## config.mk

```make
export PLATFORM = sky130hd
export DESIGN_NAME = frame_skip_pacer
export DESIGN_NICKNAME = d
export VERILOG_FILES = /design/src/hw/rtl/fsp_pkg.sv /design/src/hw/rtl/frame_skip_pacer.sv /design/src/hw/rtl/fsp_div.sv
export VERILOG_INCLUDE_DIRS = /design/src /design/src/hw/rtl
export SDC_FILE = /design/constraint.sdc
export NUM_CORES = 1
export LEC_CHECK = 0
export BUFFER_PORTS_ARGS = -buffer_cell sky130_fd_sc_hd__buf_2
export CAP_MARGIN = 20
export CORE_MARGIN = 4
export CORE_UTILIZATION = 52
export CTS_BUF_LIST = sky130_fd_sc_hd__clkbuf_4 sky130_fd_sc_hd__clkbuf_8
export CTS_CLUSTER_SIZE = 30
export DETAILED_ROUTE_END_ITERATION = 7
export GPL_TIMING_DRIVEN = 0
export MAX_ROUTING_LAYER = met4
export PLACE_DENSITY = 0.72
export SYNTH_ARGS = -nofsm -noshare
export SYNTH_HDL_FRONTEND = slang
export SYNTH_SLANG_ARGS = --single-unit
```

## constraint.sdc

```tcl
create_clock -name i_clk -period 8 [get_ports i_clk]
set_input_delay 0 -clock i_clk [delete_from_list [all_inputs] [get_ports i_clk]]
set_output_delay 0 -clock i_clk [all_outputs]
set_load 0.1 [all_outputs]
```

## src/hw/rtl/frame_skip_pacer_macros.svh

```systemverilog
// Assertion macros shared by the frame skip pacer RTL.
// Depends on nothing; files that check their logic include this header.
`ifndef FRAME_SKIP_PACER_MACROS_SVH
`define FRAME_SKIP_PACER_MACROS_SVH

// Same-cycle implication, disabled while reset is low.
`define FSP_ASSERT_SAME(lbl, clk, rst_n, ante, cons, msg) \
    lbl: assert property (@(posedge clk) disable iff (!rst_n) (ante) |-> (cons)) \
        else $error(msg);

// Next-cycle implication, disabled while reset is low.
`define FSP_ASSERT_NEXT(lbl, clk, rst_n, ante, cons, msg) \
    lbl: assert property (@(posedge clk) disable iff (!rst_n) (ante) |=> (cons)) \
        else $error(msg);

`endif

```

## src/hw/rtl/fsp_pkg.sv

```systemverilog
// Package of the frame skip pacer: widths, reset values and codes.
// Used by fsp_div and frame_skip_pacer; depends on nothing.
package fsp_pkg;

    localparam int TIME_WIDTH_DEF  = 32;
    localparam int COUNT_WIDTH_DEF = 16;

    localparam int KIND_W      = 2;
    localparam int NOW_W       = 32;
    localparam int FIELD_W     = 16;
    localparam int SKIP_W      = 32;
    localparam int OUT_DATA_W  = 72;
    localparam int CFG_INDEX_W = 2;
    localparam int DIVISOR_W   = 16;

    localparam logic [FIELD_W-1:0] PERIOD_RESET = 16'd60;
    localparam logic [FIELD_W-1:0] WINDOW_RESET = 16'd1000;

    localparam logic [KIND_W-1:0] KIND_RESTART = 2'd0;
    localparam logic [KIND_W-1:0] KIND_FRAME   = 2'd1;
    localparam logic [KIND_W-1:0] KIND_QUERY   = 2'd2;

    localparam logic [CFG_INDEX_W-1:0] REG_PERIOD = 2'd0;
    localparam logic [CFG_INDEX_W-1:0] REG_WINDOW = 2'd1;

endpackage

```

## src/hw/rtl/frame_skip_pacer.sv

```systemverilog
// Frame skip pacer top level: request sequencer, pacing state and output register.
// Depends on fsp_pkg, fsp_div and frame_skip_pacer_macros.svh.
// Requests needing no division are answered from the calc state once the output is free.
// A frame with gap above a period, no skips left and debt under a period runs the divider.
// One request at a time; the next is taken only after the previous result is registered.
// Synchronous active-low reset clears all pacing state and loads period 60 and window 1000.
`include "frame_skip_pacer_macros.svh"

module frame_skip_pacer #(
    parameter int TIME_WIDTH  = fsp_pkg::TIME_WIDTH_DEF,
    parameter int COUNT_WIDTH = fsp_pkg::COUNT_WIDTH_DEF
) (
    input  logic                             i_clk,
    input  logic                             i_rst_n,
    input  logic                             i_cfg_valid,
    output logic                             o_cfg_ready,
    input  logic [fsp_pkg::CFG_INDEX_W-1:0]  i_cfg_index,
    input  logic [fsp_pkg::FIELD_W-1:0]      i_cfg_data,
    input  logic                             s_axis_tvalid,
    output logic                             s_axis_tready,
    input  logic [fsp_pkg::NOW_W-1:0]        s_axis_tdata,  // now_ms
    input  logic [fsp_pkg::KIND_W-1:0]       s_axis_tuser,  // kind
    output logic                             m_axis_tvalid,
    input  logic                             m_axis_tready,
    // draw_frame, sleep_ms, frames_per_window, skips_pending, zero fill
    output logic [fsp_pkg::OUT_DATA_W-1:0]   m_axis_tdata
);

    localparam int TW = TIME_WIDTH;
    localparam int CW = COUNT_WIDTH;
    localparam int FW = fsp_pkg::FIELD_W;

    localparam logic [1:0] ST_IDLE = 2'd0;
    localparam logic [1:0] ST_CALC = 2'd1;
    localparam logic [1:0] ST_DIV  = 2'd2;
    localparam logic [1:0] ST_FIN  = 2'd3;

    function automatic logic [TW-1:0] sat_add(input logic [TW-1:0] a, input logic [TW-1:0] b);
        logic [TW:0] s;
        s = {1'b0, a} + {1'b0, b};
        return s[TW] ? '1 : s[TW-1:0];
    endfunction

    function automatic logic [fsp_pkg::OUT_DATA_W-1:0] pack_out(
        input logic          draw,
        input logic [FW-1:0] sleep,
        input logic [CW-1:0] frames,
        input logic [TW-1:0] skips
    );
        logic [63:0] f64;
        logic [63:0] s64;
        f64 = 64'(frames);
        s64 = 64'(skips);
        return {7'd0, s64[fsp_pkg::SKIP_W-1:0], f64[FW-1:0], sleep, draw};
    endfunction

    logic [1:0]                  r_state, n_state;
    logic [fsp_pkg::KIND_W-1:0]  r_kind;
    logic [TW-1:0]               r_now;
    logic [FW-1:0]               r_period;
    logic [FW-1:0]               r_window;

    logic [TW-1:0] r_prev,  n_prev;
    logic [TW-1:0] r_dec,   n_dec;
    logic [TW-1:0] r_wend,  n_wend;
    logic [TW-1:0] r_skip,  n_skip;
    logic [TW-1:0] r_debt,  n_debt;
    logic          r_lskip, n_lskip;
    logic [CW-1:0] r_wcnt,  n_wcnt;
    logic [CW-1:0] r_wres,  n_wres;
    logic [TW-1:0] r_carry, n_carry;

    logic                          r_out_valid, n_out_valid;
    logic [fsp_pkg::OUT_DATA_W-1:0] r_out_data, n_out_data;

    logic [63:0]   w_in64;
    logic [FW-1:0] w_period_eff;
    logic [TW-1:0] w_period_t;
    logic [TW-1:0] w_gap;
    logic [TW-1:0] w_carried;
    logic [TW-1:0] w_elapsed;
    logic [FW-1:0] w_sleep;
    logic          w_need_div;
    logic          w_slot_free;
    logic          w_div_start;
    logic          w_div_done;
    logic [TW-1:0] w_quo;
    logic [FW-1:0] w_rem;

    assign w_in64       = 64'(s_axis_tdata);
    assign w_period_eff = (r_period == '0) ? FW'(1) : r_period;
    assign w_period_t   = TW'(w_period_eff);
    assign w_gap        = r_now - r_prev;
    assign w_carried    = r_lskip ? w_gap : '0;
    assign w_elapsed    = r_now - r_dec;
    assign w_sleep      = (w_elapsed < w_period_t) ? w_period_eff - w_elapsed[FW-1:0] : '0;
    assign w_need_div   = (r_kind == fsp_pkg::KIND_FRAME) && (r_skip == '0)
                        && (r_debt < w_period_t) && (w_gap > w_period_t);
    assign w_slot_free  = !r_out_valid || m_axis_tready;
    assign w_div_start  = (r_state == ST_CALC) && w_need_div;

    fsp_div #(
        .TIME_WIDTH (TW)
    ) u_div (
        .i_clk       (i_clk),
        .i_rst_n     (i_rst_n),
        .i_start     (w_div_start),
        .i_dividend  (w_gap),
        .i_divisor   (w_period_eff),
        .o_done      (w_div_done),
        .o_quotient  (w_quo),
        .o_remainder (w_rem)
    );

    always_comb begin
        logic [TW-1:0] debt_a;
        logic          draw;
        n_state     = r_state;
        n_prev      = r_prev;
        n_dec       = r_dec;
        n_wend      = r_wend;
        n_skip      = r_skip;
        n_debt      = r_debt;
        n_lskip     = r_lskip;
        n_wcnt      = r_wcnt;
        n_wres      = r_wres;
        n_carry     = r_carry;
        n_out_valid = r_out_valid && !m_axis_tready;
        n_out_data  = r_out_data;
        debt_a      = r_debt;
        draw        = 1'b0;
        case (r_state)
            ST_IDLE: begin
                if (s_axis_tvalid) begin
                    n_state = ST_CALC;
                end
            end
            ST_CALC: begin
                if (w_need_div || w_slot_free) begin
                    if (r_kind == fsp_pkg::KIND_FRAME) begin
                        n_prev  = r_now;
                        n_dec   = r_now;
                        if (r_now > r_wend) begin
                            n_wres = r_wcnt;
                            n_wcnt = CW'(1);
                            n_wend = r_now + TW'(r_window);
                        end else if (r_wcnt != '1) begin
                            n_wcnt = r_wcnt + CW'(1);
                        end
                    end
                    if (w_need_div) begin
                        n_carry = w_carried;
                        n_lskip = 1'b0;
                        n_state = ST_DIV;
                    end else begin
                        n_state = ST_IDLE;
                        case (r_kind)
                            fsp_pkg::KIND_RESTART: begin
                                n_prev  = r_now;
                                n_dec   = r_now;
                                n_wend  = r_now;
                                n_skip  = '0;
                                n_debt  = '0;
                                n_lskip = 1'b0;
                                n_wcnt  = '0;
                                n_wres  = '0;
                            end
                            fsp_pkg::KIND_FRAME: begin
                                if (r_skip != '0) begin
                                    n_skip = r_skip - TW'(1);
                                end else if (r_debt >= w_period_t) begin
                                    debt_a = r_debt - w_period_t;
                                end else begin
                                    draw = 1'b1;
                                end
                                n_lskip = !draw;
                                n_debt  = sat_add(debt_a, w_carried);
                            end
                            default: begin
                            end
                        endcase
                        n_out_valid = 1'b1;
                        n_out_data  = pack_out(draw,
                                               (r_kind == fsp_pkg::KIND_QUERY) ? w_sleep : '0,
                                               n_wres, n_skip);
                    end
                end
            end
            ST_DIV: begin
                if (w_div_done) begin
                    n_skip  = w_quo - TW'(1);
                    n_debt  = sat_add(r_debt, TW'(w_rem));
                    n_state = ST_FIN;
                end
            end
            ST_FIN: begin
                if (w_slot_free) begin
                    n_debt      = sat_add(r_debt, r_carry);
                    n_out_valid = 1'b1;
                    n_out_data  = pack_out(1'b1, '0, r_wres, r_skip);
                    n_state     = ST_IDLE;
                end
            end
            default: begin
                n_state = ST_IDLE;
            end
        endcase
    end

    always_ff @(posedge i_clk) begin
        if (!i_rst_n) begin
            r_state     <= ST_IDLE;
            r_period    <= fsp_pkg::PERIOD_RESET;
            r_window    <= fsp_pkg::WINDOW_RESET;
            r_prev      <= '0;
            r_dec       <= '0;
            r_wend      <= '0;
            r_skip      <= '0;
            r_debt      <= '0;
            r_lskip     <= 1'b0;
            r_wcnt      <= '0;
            r_wres      <= '0;
            r_out_valid <= 1'b0;
        end else begin
            r_state     <= n_state;
            r_prev      <= n_prev;
            r_dec       <= n_dec;
            r_wend      <= n_wend;
            r_skip      <= n_skip;
            r_debt      <= n_debt;
            r_lskip     <= n_lskip;
            r_wcnt      <= n_wcnt;
            r_wres      <= n_wres;
            r_out_valid <= n_out_valid;
            if (i_cfg_valid) begin
                if (i_cfg_index == fsp_pkg::REG_PERIOD) begin
                    r_period <= i_cfg_data;
                end else if (i_cfg_index == fsp_pkg::REG_WINDOW) begin
                    r_window <= i_cfg_data;
                end
            end
        end
    end

    always_ff @(posedge i_clk) begin
        if (s_axis_tvalid && s_axis_tready) begin
            r_kind <= s_axis_tuser;
            r_now  <= w_in64[TW-1:0];
        end
        r_carry    <= n_carry;
        r_out_data <= n_out_data;
    end

    assign o_cfg_ready   = 1'b1;
    assign s_axis_tready = (r_state == ST_IDLE);
    assign m_axis_tvalid = r_out_valid;
    assign m_axis_tdata  = r_out_data;

    `FSP_ASSERT_SAME(a_done_in_div, i_clk, i_rst_n, w_div_done, r_state == ST_DIV, "Divider result outside the divide step.")
    `FSP_ASSERT_SAME(a_quo_nonzero, i_clk, i_rst_n, w_div_done, w_quo != '0, "Long gap gave a zero quotient.")
    `FSP_ASSERT_NEXT(a_restart_clr, i_clk, i_rst_n, (r_state == ST_CALC) && (r_kind == fsp_pkg::KIND_RESTART) && w_slot_free, (r_skip == '0) && (r_debt == '0), "Restart left pacing state.")

endmodule

```

## src/hw/rtl/fsp_div.sv

```systemverilog
// Iterative restoring divider of the frame skip pacer, one quotient bit a cycle.
// Depends on fsp_pkg and frame_skip_pacer_macros.svh.
`include "frame_skip_pacer_macros.svh"

module fsp_div #(
    parameter int TIME_WIDTH = fsp_pkg::TIME_WIDTH_DEF
) (
    input  logic                           i_clk,
    input  logic                           i_rst_n,
    input  logic                           i_start,
    input  logic [TIME_WIDTH-1:0]          i_dividend,
    input  logic [fsp_pkg::DIVISOR_W-1:0]  i_divisor,
    output logic                           o_done,
    output logic [TIME_WIDTH-1:0]          o_quotient,
    output logic [fsp_pkg::DIVISOR_W-1:0]  o_remainder
);

    localparam int DW    = fsp_pkg::DIVISOR_W;
    localparam int CNT_W = $clog2(TIME_WIDTH + 1);

    logic                  r_busy;
    logic                  r_done;
    logic [CNT_W-1:0]      r_cnt;
    logic [TIME_WIDTH-1:0] r_quo;
    logic [DW-1:0]         r_rem;
    logic [DW-1:0]         r_div;

    logic [DW:0] w_rem_sh;
    logic        w_ge;
    logic [DW:0] w_rem_nx;

    assign w_rem_sh = {r_rem, r_quo[TIME_WIDTH-1]};
    assign w_ge     = w_rem_sh >= {1'b0, r_div};
    assign w_rem_nx = w_ge ? (w_rem_sh - {1'b0, r_div}) : w_rem_sh;

    always_ff @(posedge i_clk) begin
        if (!i_rst_n) begin
            r_busy <= 1'b0;
            r_done <= 1'b0;
            r_cnt  <= '0;
        end else if (i_start) begin
            r_busy <= 1'b1;
            r_done <= 1'b0;
            r_cnt  <= CNT_W'(TIME_WIDTH);
        end else if (r_busy) begin
            r_cnt <= r_cnt - CNT_W'(1);
            if (r_cnt == CNT_W'(1)) begin
                r_busy <= 1'b0;
                r_done <= 1'b1;
            end
        end else begin
            r_done <= 1'b0;
        end
    end

    always_ff @(posedge i_clk) begin
        if (i_start) begin
            r_quo <= i_dividend;
            r_rem <= '0;
            r_div <= i_divisor;
        end else if (r_busy) begin
            r_quo <= {r_quo[TIME_WIDTH-2:0], w_ge};
            r_rem <= w_rem_nx[DW-1:0];
        end
    end

    assign o_done      = r_done;
    assign o_quotient  = r_quo;
    assign o_remainder = r_rem;

    `FSP_ASSERT_NEXT(a_start_busy, i_clk, i_rst_n, i_start, r_busy, "Divider did not start.")
    `FSP_ASSERT_SAME(a_done_idle, i_clk, i_rst_n, r_done, !r_busy, "Divider done while busy.")
    `FSP_ASSERT_SAME(a_rem_below, i_clk, i_rst_n, r_done, r_rem < r_div, "Remainder not below divisor.")

endmodule

```

[Word level (Yosys, flattened, before mapping)]
Index checks and enable logic that the tools add are counted.
W data, S select, Z words.
Storage, ports and cells
  register bits: 438
  bits in latches: 0
  bits in writable memories: 0
  ROM bits: 0
  bits of input ports: 57
  output and inout port bits: 75
  logic and storage cells: 167
  memories kept: 0
Operators by class
  add/subtract/negate cells: 13
  $mul: 0
  divide/modulo/power cells: 0
  magnitude comparators: 6
  eq/ne operators: 14
  shift-type cells: 0
  multiplexer cells: 75
  bitwise operators: 3
  reductions and logical operators: 33
Operator list (count)
  $mux W32: 30
  $mux W72: 3
  $mux W16: 13
  $pmux W32 S2: 3
  $pmux W72 S2: 1
  $pmux W32 S3: 1
  $add A32 B32 Y33: 2
  $lt A32 B16 Y1: 2
  $sub A32 B1 Y32 const B: 2
  $sub A32 B32 Y32: 2
  $add A32 B16 Y33: 1
  $add A32 B16 Y32: 1
  $ge A32 B16 Y1: 1
  $gt A32 B16 Y1: 1
  $gt A32 B32 Y1: 1
  $logic_not A32 Y1: 1
  $reduce_bool A32 Y1: 1
  $sub A16 B16 Y16: 2
  $sub A32 B16 Y32: 1
  $ge A17 B16 Y1: 1
  $add A16 B1 Y16 const B: 1
  $logic_not A16 Y1: 1
  $ne A16 B16 Y1 const B: 1
  $mux W1: 14
  other kinds (24): 57

[Depth between registers and ports, before layout]
  word-level depth: 15
  mapped depth: 32
  gate-level depth less buffers: 31

[Modules after synthesis]
From an unflattened synthesis, not the netlist that was laid out.
Second synthesis, totals
  cells, all modules: 3810
  area, all modules: 32112.0 µm²
Modules (own cells, without submodules)
  frame_skip_pacer: times used 1, cells each 3472, area each 28419.8 µm², sequential area each 8498.2 µm²
  fsp_div: times used 1, cells each 338, area each 3692.3 µm², sequential area each 1921.8 µm²

[Worst setup path after synthesis]
OpenSTA, ideal clock, no wires.
  path kind: register -> register
  start: reg r_now[0]
  end: reg r_carry[0] (enable)
  setup time: 0.573 ns
  arrival: 7.952 ns
  required time: 7.427 ns
  setup slack: -0.525 ns
  cell stages (with the launch flop): 23
  path buffers: 0
  period minus slack after synthesis: 8.525 ns
  cells stage by stage: edfxtp_1 -> inv_1 -> ha_1 -> inv_1 -> fa_1 -> a211o_1 -> nand4_1 -> nand3b_1 -> nand3_1 -> nand2_1 -> a31oi_1 -> xnor2_1 -> ha_1 -> and4_1 -> nand3_1 -> o21ai_0 -> a21oi_1 -> nand2_1 -> or4_1 -> nor3_1 -> nand4_1 -> nor3_1 -> nor4_1
On the way
  word-level cells in the longest chain between the ends: 5
RTL lines
  from (decl): line frame_skip_pacer.sv:59  | logic [TW-1:0] r_now;
  from (signal assigned): line frame_skip_pacer.sv:248  | r_now <= w_in64[TW-1:0];
  $sub A32 B32 Y32 *: line frame_skip_pacer.sv:93  | assign w_gap = r_now - r_prev;
  $gt A32 B16 Y1 *: line frame_skip_pacer.sv:98  | && (r_debt < w_period_t) && (w_gap > w_period_t);
  $logic_and A1 B1 Y1 *: line frame_skip_pacer.sv:98
  $logic_or A1 B1 Y1: line frame_skip_pacer.sv:139  | if (w_need_div || w_slot_free) begin
  $reduce_and A3 Y1 (no source line) *
  to (signal assigned): line frame_skip_pacer.sv:250  | r_carry <= n_carry;
  to (decl): line frame_skip_pacer.sv:71  | logic [TW-1:0] r_carry, n_carry;
Every way passes the cells marked *; elsewhere a longest branch is shown, timed or not.
A chain may end at the register's enable or synchronous reset.

[Final worst setup path]
  start: reg r_period[12]
  end: reg r_debt[24]
On the way
  word-level cells in the longest chain between the ends: 15
  elaborated cells on any way between the ends: 24
  classes of those cells: 2 x add/sub; 3 x order compare; 2 x eq/ne; 12 x mux; 5 x reduce/logical
RTL lines
  from (decl): line frame_skip_pacer.sv:60  | logic [FW-1:0] r_period;
  from (signal assigned): line frame_skip_pacer.sv:213  | r_period <= fsp_pkg::PERIOD_RESET;
  from (signal assigned): line frame_skip_pacer.sv:237  | r_period <= i_cfg_data;
  $logic_not A16 Y1 *: line frame_skip_pacer.sv:91  | assign w_period_eff = (r_period == '0) ? FW'(1) : r_period;
  $mux W16 *: line frame_skip_pacer.sv:91
  net u_div.i_divisor, one bit: line fsp_div.sv:12  | input logic [fsp_pkg::DIVISOR_W-1:0] i_divisor,
  $sub A32 B16 Y32 or $ge A32 B16 Y1 (tied branches): line frame_skip_pacer.sv:172, frame_skip_pacer.sv:171
  $mux W32: line frame_skip_pacer.sv:171  | end else if (r_debt >= w_period_t) begin
  $mux W32: line frame_skip_pacer.sv:169  | if (r_skip != '0) begin
  $mux W32: line frame_skip_pacer.sv:157  | case (r_kind)
  $mux W32: line frame_skip_pacer.sv:151  | if (w_need_div) begin
  $mux W32: line frame_skip_pacer.sv:139
  $mux W32: line frame_skip_pacer.sv:132  | case (r_state)
  $add A32 B32 Y33: line frame_skip_pacer.sv:40  | s = {1'b0, a} + {1'b0, b};
  $mux W32: line frame_skip_pacer.sv:41  | return s[TW] ? '1 : s[TW-1:0];
  $pmux W32 S2: line frame_skip_pacer.sv:157
  $mux W32: line frame_skip_pacer.sv:151
  $mux W32: line frame_skip_pacer.sv:139
  $pmux W32 S3: line frame_skip_pacer.sv:132
  to (signal assigned): line frame_skip_pacer.sv:230  | r_debt <= n_debt;
  to (decl): line frame_skip_pacer.sv:67  | logic [TW-1:0] r_debt, n_debt;
Mark *: on every way through the listed nets, which the timed path passes. The rest lies on a longest branch. The select of a mux whose other input is x is not followed.

==> metrics.yaml <==
logic_synthesis:
  yosys.area_share.simple_pct: 18.22
  yosys_register_bits: 431
  synth_seq_area_share_pct: 33.21
  synth_compound_gate_area_share_pct: 24.09
  postSynth.asyncResetShare_pct: 0
  synth_edf_count: 179
  synth_top_family_by_area: "compound AO/OA/AOI/OAI gates"
  yosys_warnings: 0
  avgSynthCellArea_sq_um: 8.300
  synthAdderAreaFrac_pct: 11.58
  synth.mux.area_fraction_pct: 1.332
  synthXorXnorAreaFrac_pct: 6.113
  ys.flop_type: "dfxtp_1"
  ys_types: 91
  syn_inst: 3780
  synth_area_sq_mm: 0.03138
cells_and_area:
  drive_gt1_share_pct: 9.983
  final_common_cell: "nand2_1"
  finish.instance_area_sq_mm: 0.03579
  final_core_util_pct: 60.30
  fin_nets: 4424
  layout_common_cells: "425 x nand2_1, 337 x a21oi_1, 285 x nor2_1"
  n_fill_cell: 5250
  syn_to_final_growth_pct: 14.07
timing:
  timing.final.hold_violations: 0
  slew_viol_final: 0
  rsz0062_at_grt: "false"
  max_slew_margin_pct: 18.71
  timing.fmax_mhz: 130.0
  period_needed_ns: 7.692
  setup_viol: 0
  fin_crit_sh_pct: 96.14
  clock_skew_ns: 0.04988
  worst_pin_slew_ns: 1.219
  fin_hold_ws_ns: 0.04450
floorplan:
  rows: 89
  die_y_um: 253.6
  dieArea_sq_mm: 0.06433
  core_area_sq_mm: 0.05935
  initial_core_util_pct: 52.86
  io_pins: 132
  die_width_um: 253.6
global_route:
  grt_pass1_vias: 28290
  top_usage_layer: "met2"
  grt_pass1_wl_mm: 160.9
  gr-usage-met1_pct: 43.47
  grt_max_degree: 35
  grt_use_met3_pct: 5.005
  grtUsageMet2_pct: 49.20
  track_usage_pct: 32.77
  antenna_found_initial: 2
  grt-ovfl-total: 0
hold_path:
  hold_class: "primary input to flop"
  min_from: "s_axis_tuser[0]"
power:
  powerDensity_mw_per_mm2: 258.7
  ir_drop_mv: 0.1991
  fin_total_pwr_mw: 9.259
  power_leakage_nw: 14.26
setup_path:
  critPathMostFrequentCell: "clkbuf_4"
  cp.required_ns: 8.51
  cp_max_fo: 10
  end_kind: "flop"
  cp_num_buf_inv: 6
  critical_path.top_delay_family: "compound AO/OA/AOI/OAI gates"
  slowest_delay_ns: 0.41
  worstSetupStartpoint: "r_period[12]"
  worstPathArrival_ns: 8.20
  reg2reg_from: "r_period[12]"
  crit_path_start_kind: "flop"
  critPathKind: "flop to flop"
  critPathSlowestCell: "a221o_1"
clock_network:
  cts.path.max_buffers: 3
  cts_buffers: 79
  root_buffer: "clkbuf_8"
  cts_sinks: 431
  cts.clk_slew.worst_paths_ns: 0.06
  clk-insertion-delay-late_ns: 0.69
  cts_tree: "built"
  cts-htree-levels: 3
routing:
  via_count: 30240
  drtIter0Drc: 2917
  drcViolationCount: 0
  routedWlPerCell_um: 21.28
  ant_nets: 0
  dr.pass1.iters: 6
  vias_per_cell: 6.145
  drt-total-wl_mm: 104.7
job:
  drv_cap: 0
place:
  gp_congestion: 1.003
  dp_hpwl_mm: 80.69
  postPlaceCellArea_sq_mm: 0.03316
  port_buffers: 123
run_status:
  outcome: "complete, no violations"
[where the power goes]
| part | internal [mW] | leakage [nW] | switching (mW) |
|---|---|---|---|
| Combinational | 1.42 | 9.57 | 2.76 |
| Clock | 1.32 | 0.919 | 1.01 |
| Sequential | 2.54 | 3.77 | 0.209 |
| Total | 5.28 | 14.3 | 3.98 |
[stage by stage]
step	TNS (ns)	cells	setup slack, ns
after floorplan	0	3786	0.9568
after global placement	-138.31	4682	-1.262
after detailed placement	-35.94	4691	-1.311
after CTS	0	4918	0.02323
after global routing	0	4921	0.001071
final	0	4921	0.3084
[cells in the mapped netlist, types with 10 or more instances]
library cell | instances | area share [%]
or2_2 | 16 | 0.32
nand2b_1 | 34 | 0.68
dfxtp_1 | 252 | 16
ha_1 | 276 | 11
nor2_1 | 286 | 3.4
nor2b_1 | 36 | 0.72
and3_1 | 35 | 0.70
nor4_1 | 30 | 0.60
inv_1 | 235 | 2.8
or4_1 | 10 | 0.24
or3_1 | 34 | 0.68
nand3b_1 | 13 | 0.31
o31ai_1 | 35 | 0.84
o211ai_1 | 46 | 1.1
o21a_1 | 30 | 0.72
a21oi_1 | 340 | 5.4
a22o_1 | 38 | 1.1
a311oi_1 | 23 | 0.64
a31o_2 | 10 | 0.28
and2_1 | 43 | 0.86
a211oi_1 | 46 | 1.1
mux2_2 | 22 | 0.79
a31oi_1 | 32 | 0.64
mux2i_1 | 17 | 0.54
a21o_1 | 95 | 2.3
o22ai_1 | 23 | 0.46
nor3_1 | 86 | 1.4
xnor2_1 | 150 | 4.2
clkbuf_1 | 144 | 1.7
nand2_1 | 426 | 5.1
o21ai_0 | 260 | 4.1
nand4_1 | 49 | 0.98
o21bai_1 | 20 | 0.48
buf_2 | 34 | 0.54
o221ai_1 | 32 | 0.89
nand3_1 | 78 | 1.2
edfxtp_1 | 179 | 17
xor2_1 | 69 | 1.9
[kinds of logic after synthesis]
| kind of cell | after synthesis |
|---|---|
| mux | 39 |
| flops | 431 |
| fa+ha+maj | 285 |
| other cells | 2 |
| xor+xnor | 219 |
| compound gates | 1165 |
| simple gates | 1210 |
| buf+inv | 429 |
[final timing paths]
kind | endpoint | slack, ns | cells past startpoint
worst min-delay path | r_kind[0] | 0.04 | 2
worst max-delay path | r_debt[24] | 0.31 | 33
worst max register to register | r_debt[24] | 0.31 | 33
worst min register to register | r_prev[27] | 0.45 | 2
[repair_timing]
action | CTS | global route
pin swaps | 3 | 5
resized for setup | 12 | 18
hold endpoints to repair | 79 | 0
endpoints found under the setup margin | 32 | 32
hold buffers | 78 | 0
setup buffers | 3 | 2
[per-layer routing]
layer	share of wire (%)	vias to the layer above	routed length [um]
li1	-	14380	-
met1	42	14090	44060
met2	43	1441	45330
met3	9.2	320	9600
met4	5.5	0	5706
met5	0	-	0
[final cells by class]
class,count,area (sq um),area share [%]
multi-input combinational,2926,19370,54.12
clock inverter,36,355.3,0.9929
buffer,191,822.0,2.297
sequential,431,10420,29.12
inverter,238,893.4,2.496
tap,773,967.2,2.703
clock buffer,110,1376,3.846
antenna,1,2.502,0.006992
timing repair buffer,215,1583,4.423
[sequential cells by signal, summed over array words and instances (netlist names), 32 cells and up, named ones only]
name              count
u_div.o_quotient     32
r_carry              32
r_dec                32
r_debt               32
r_skip               32
r_now                32
r_prev               32
m_axis_tdata         65
r_wend               32
Power figures use the tool's default switching activity.
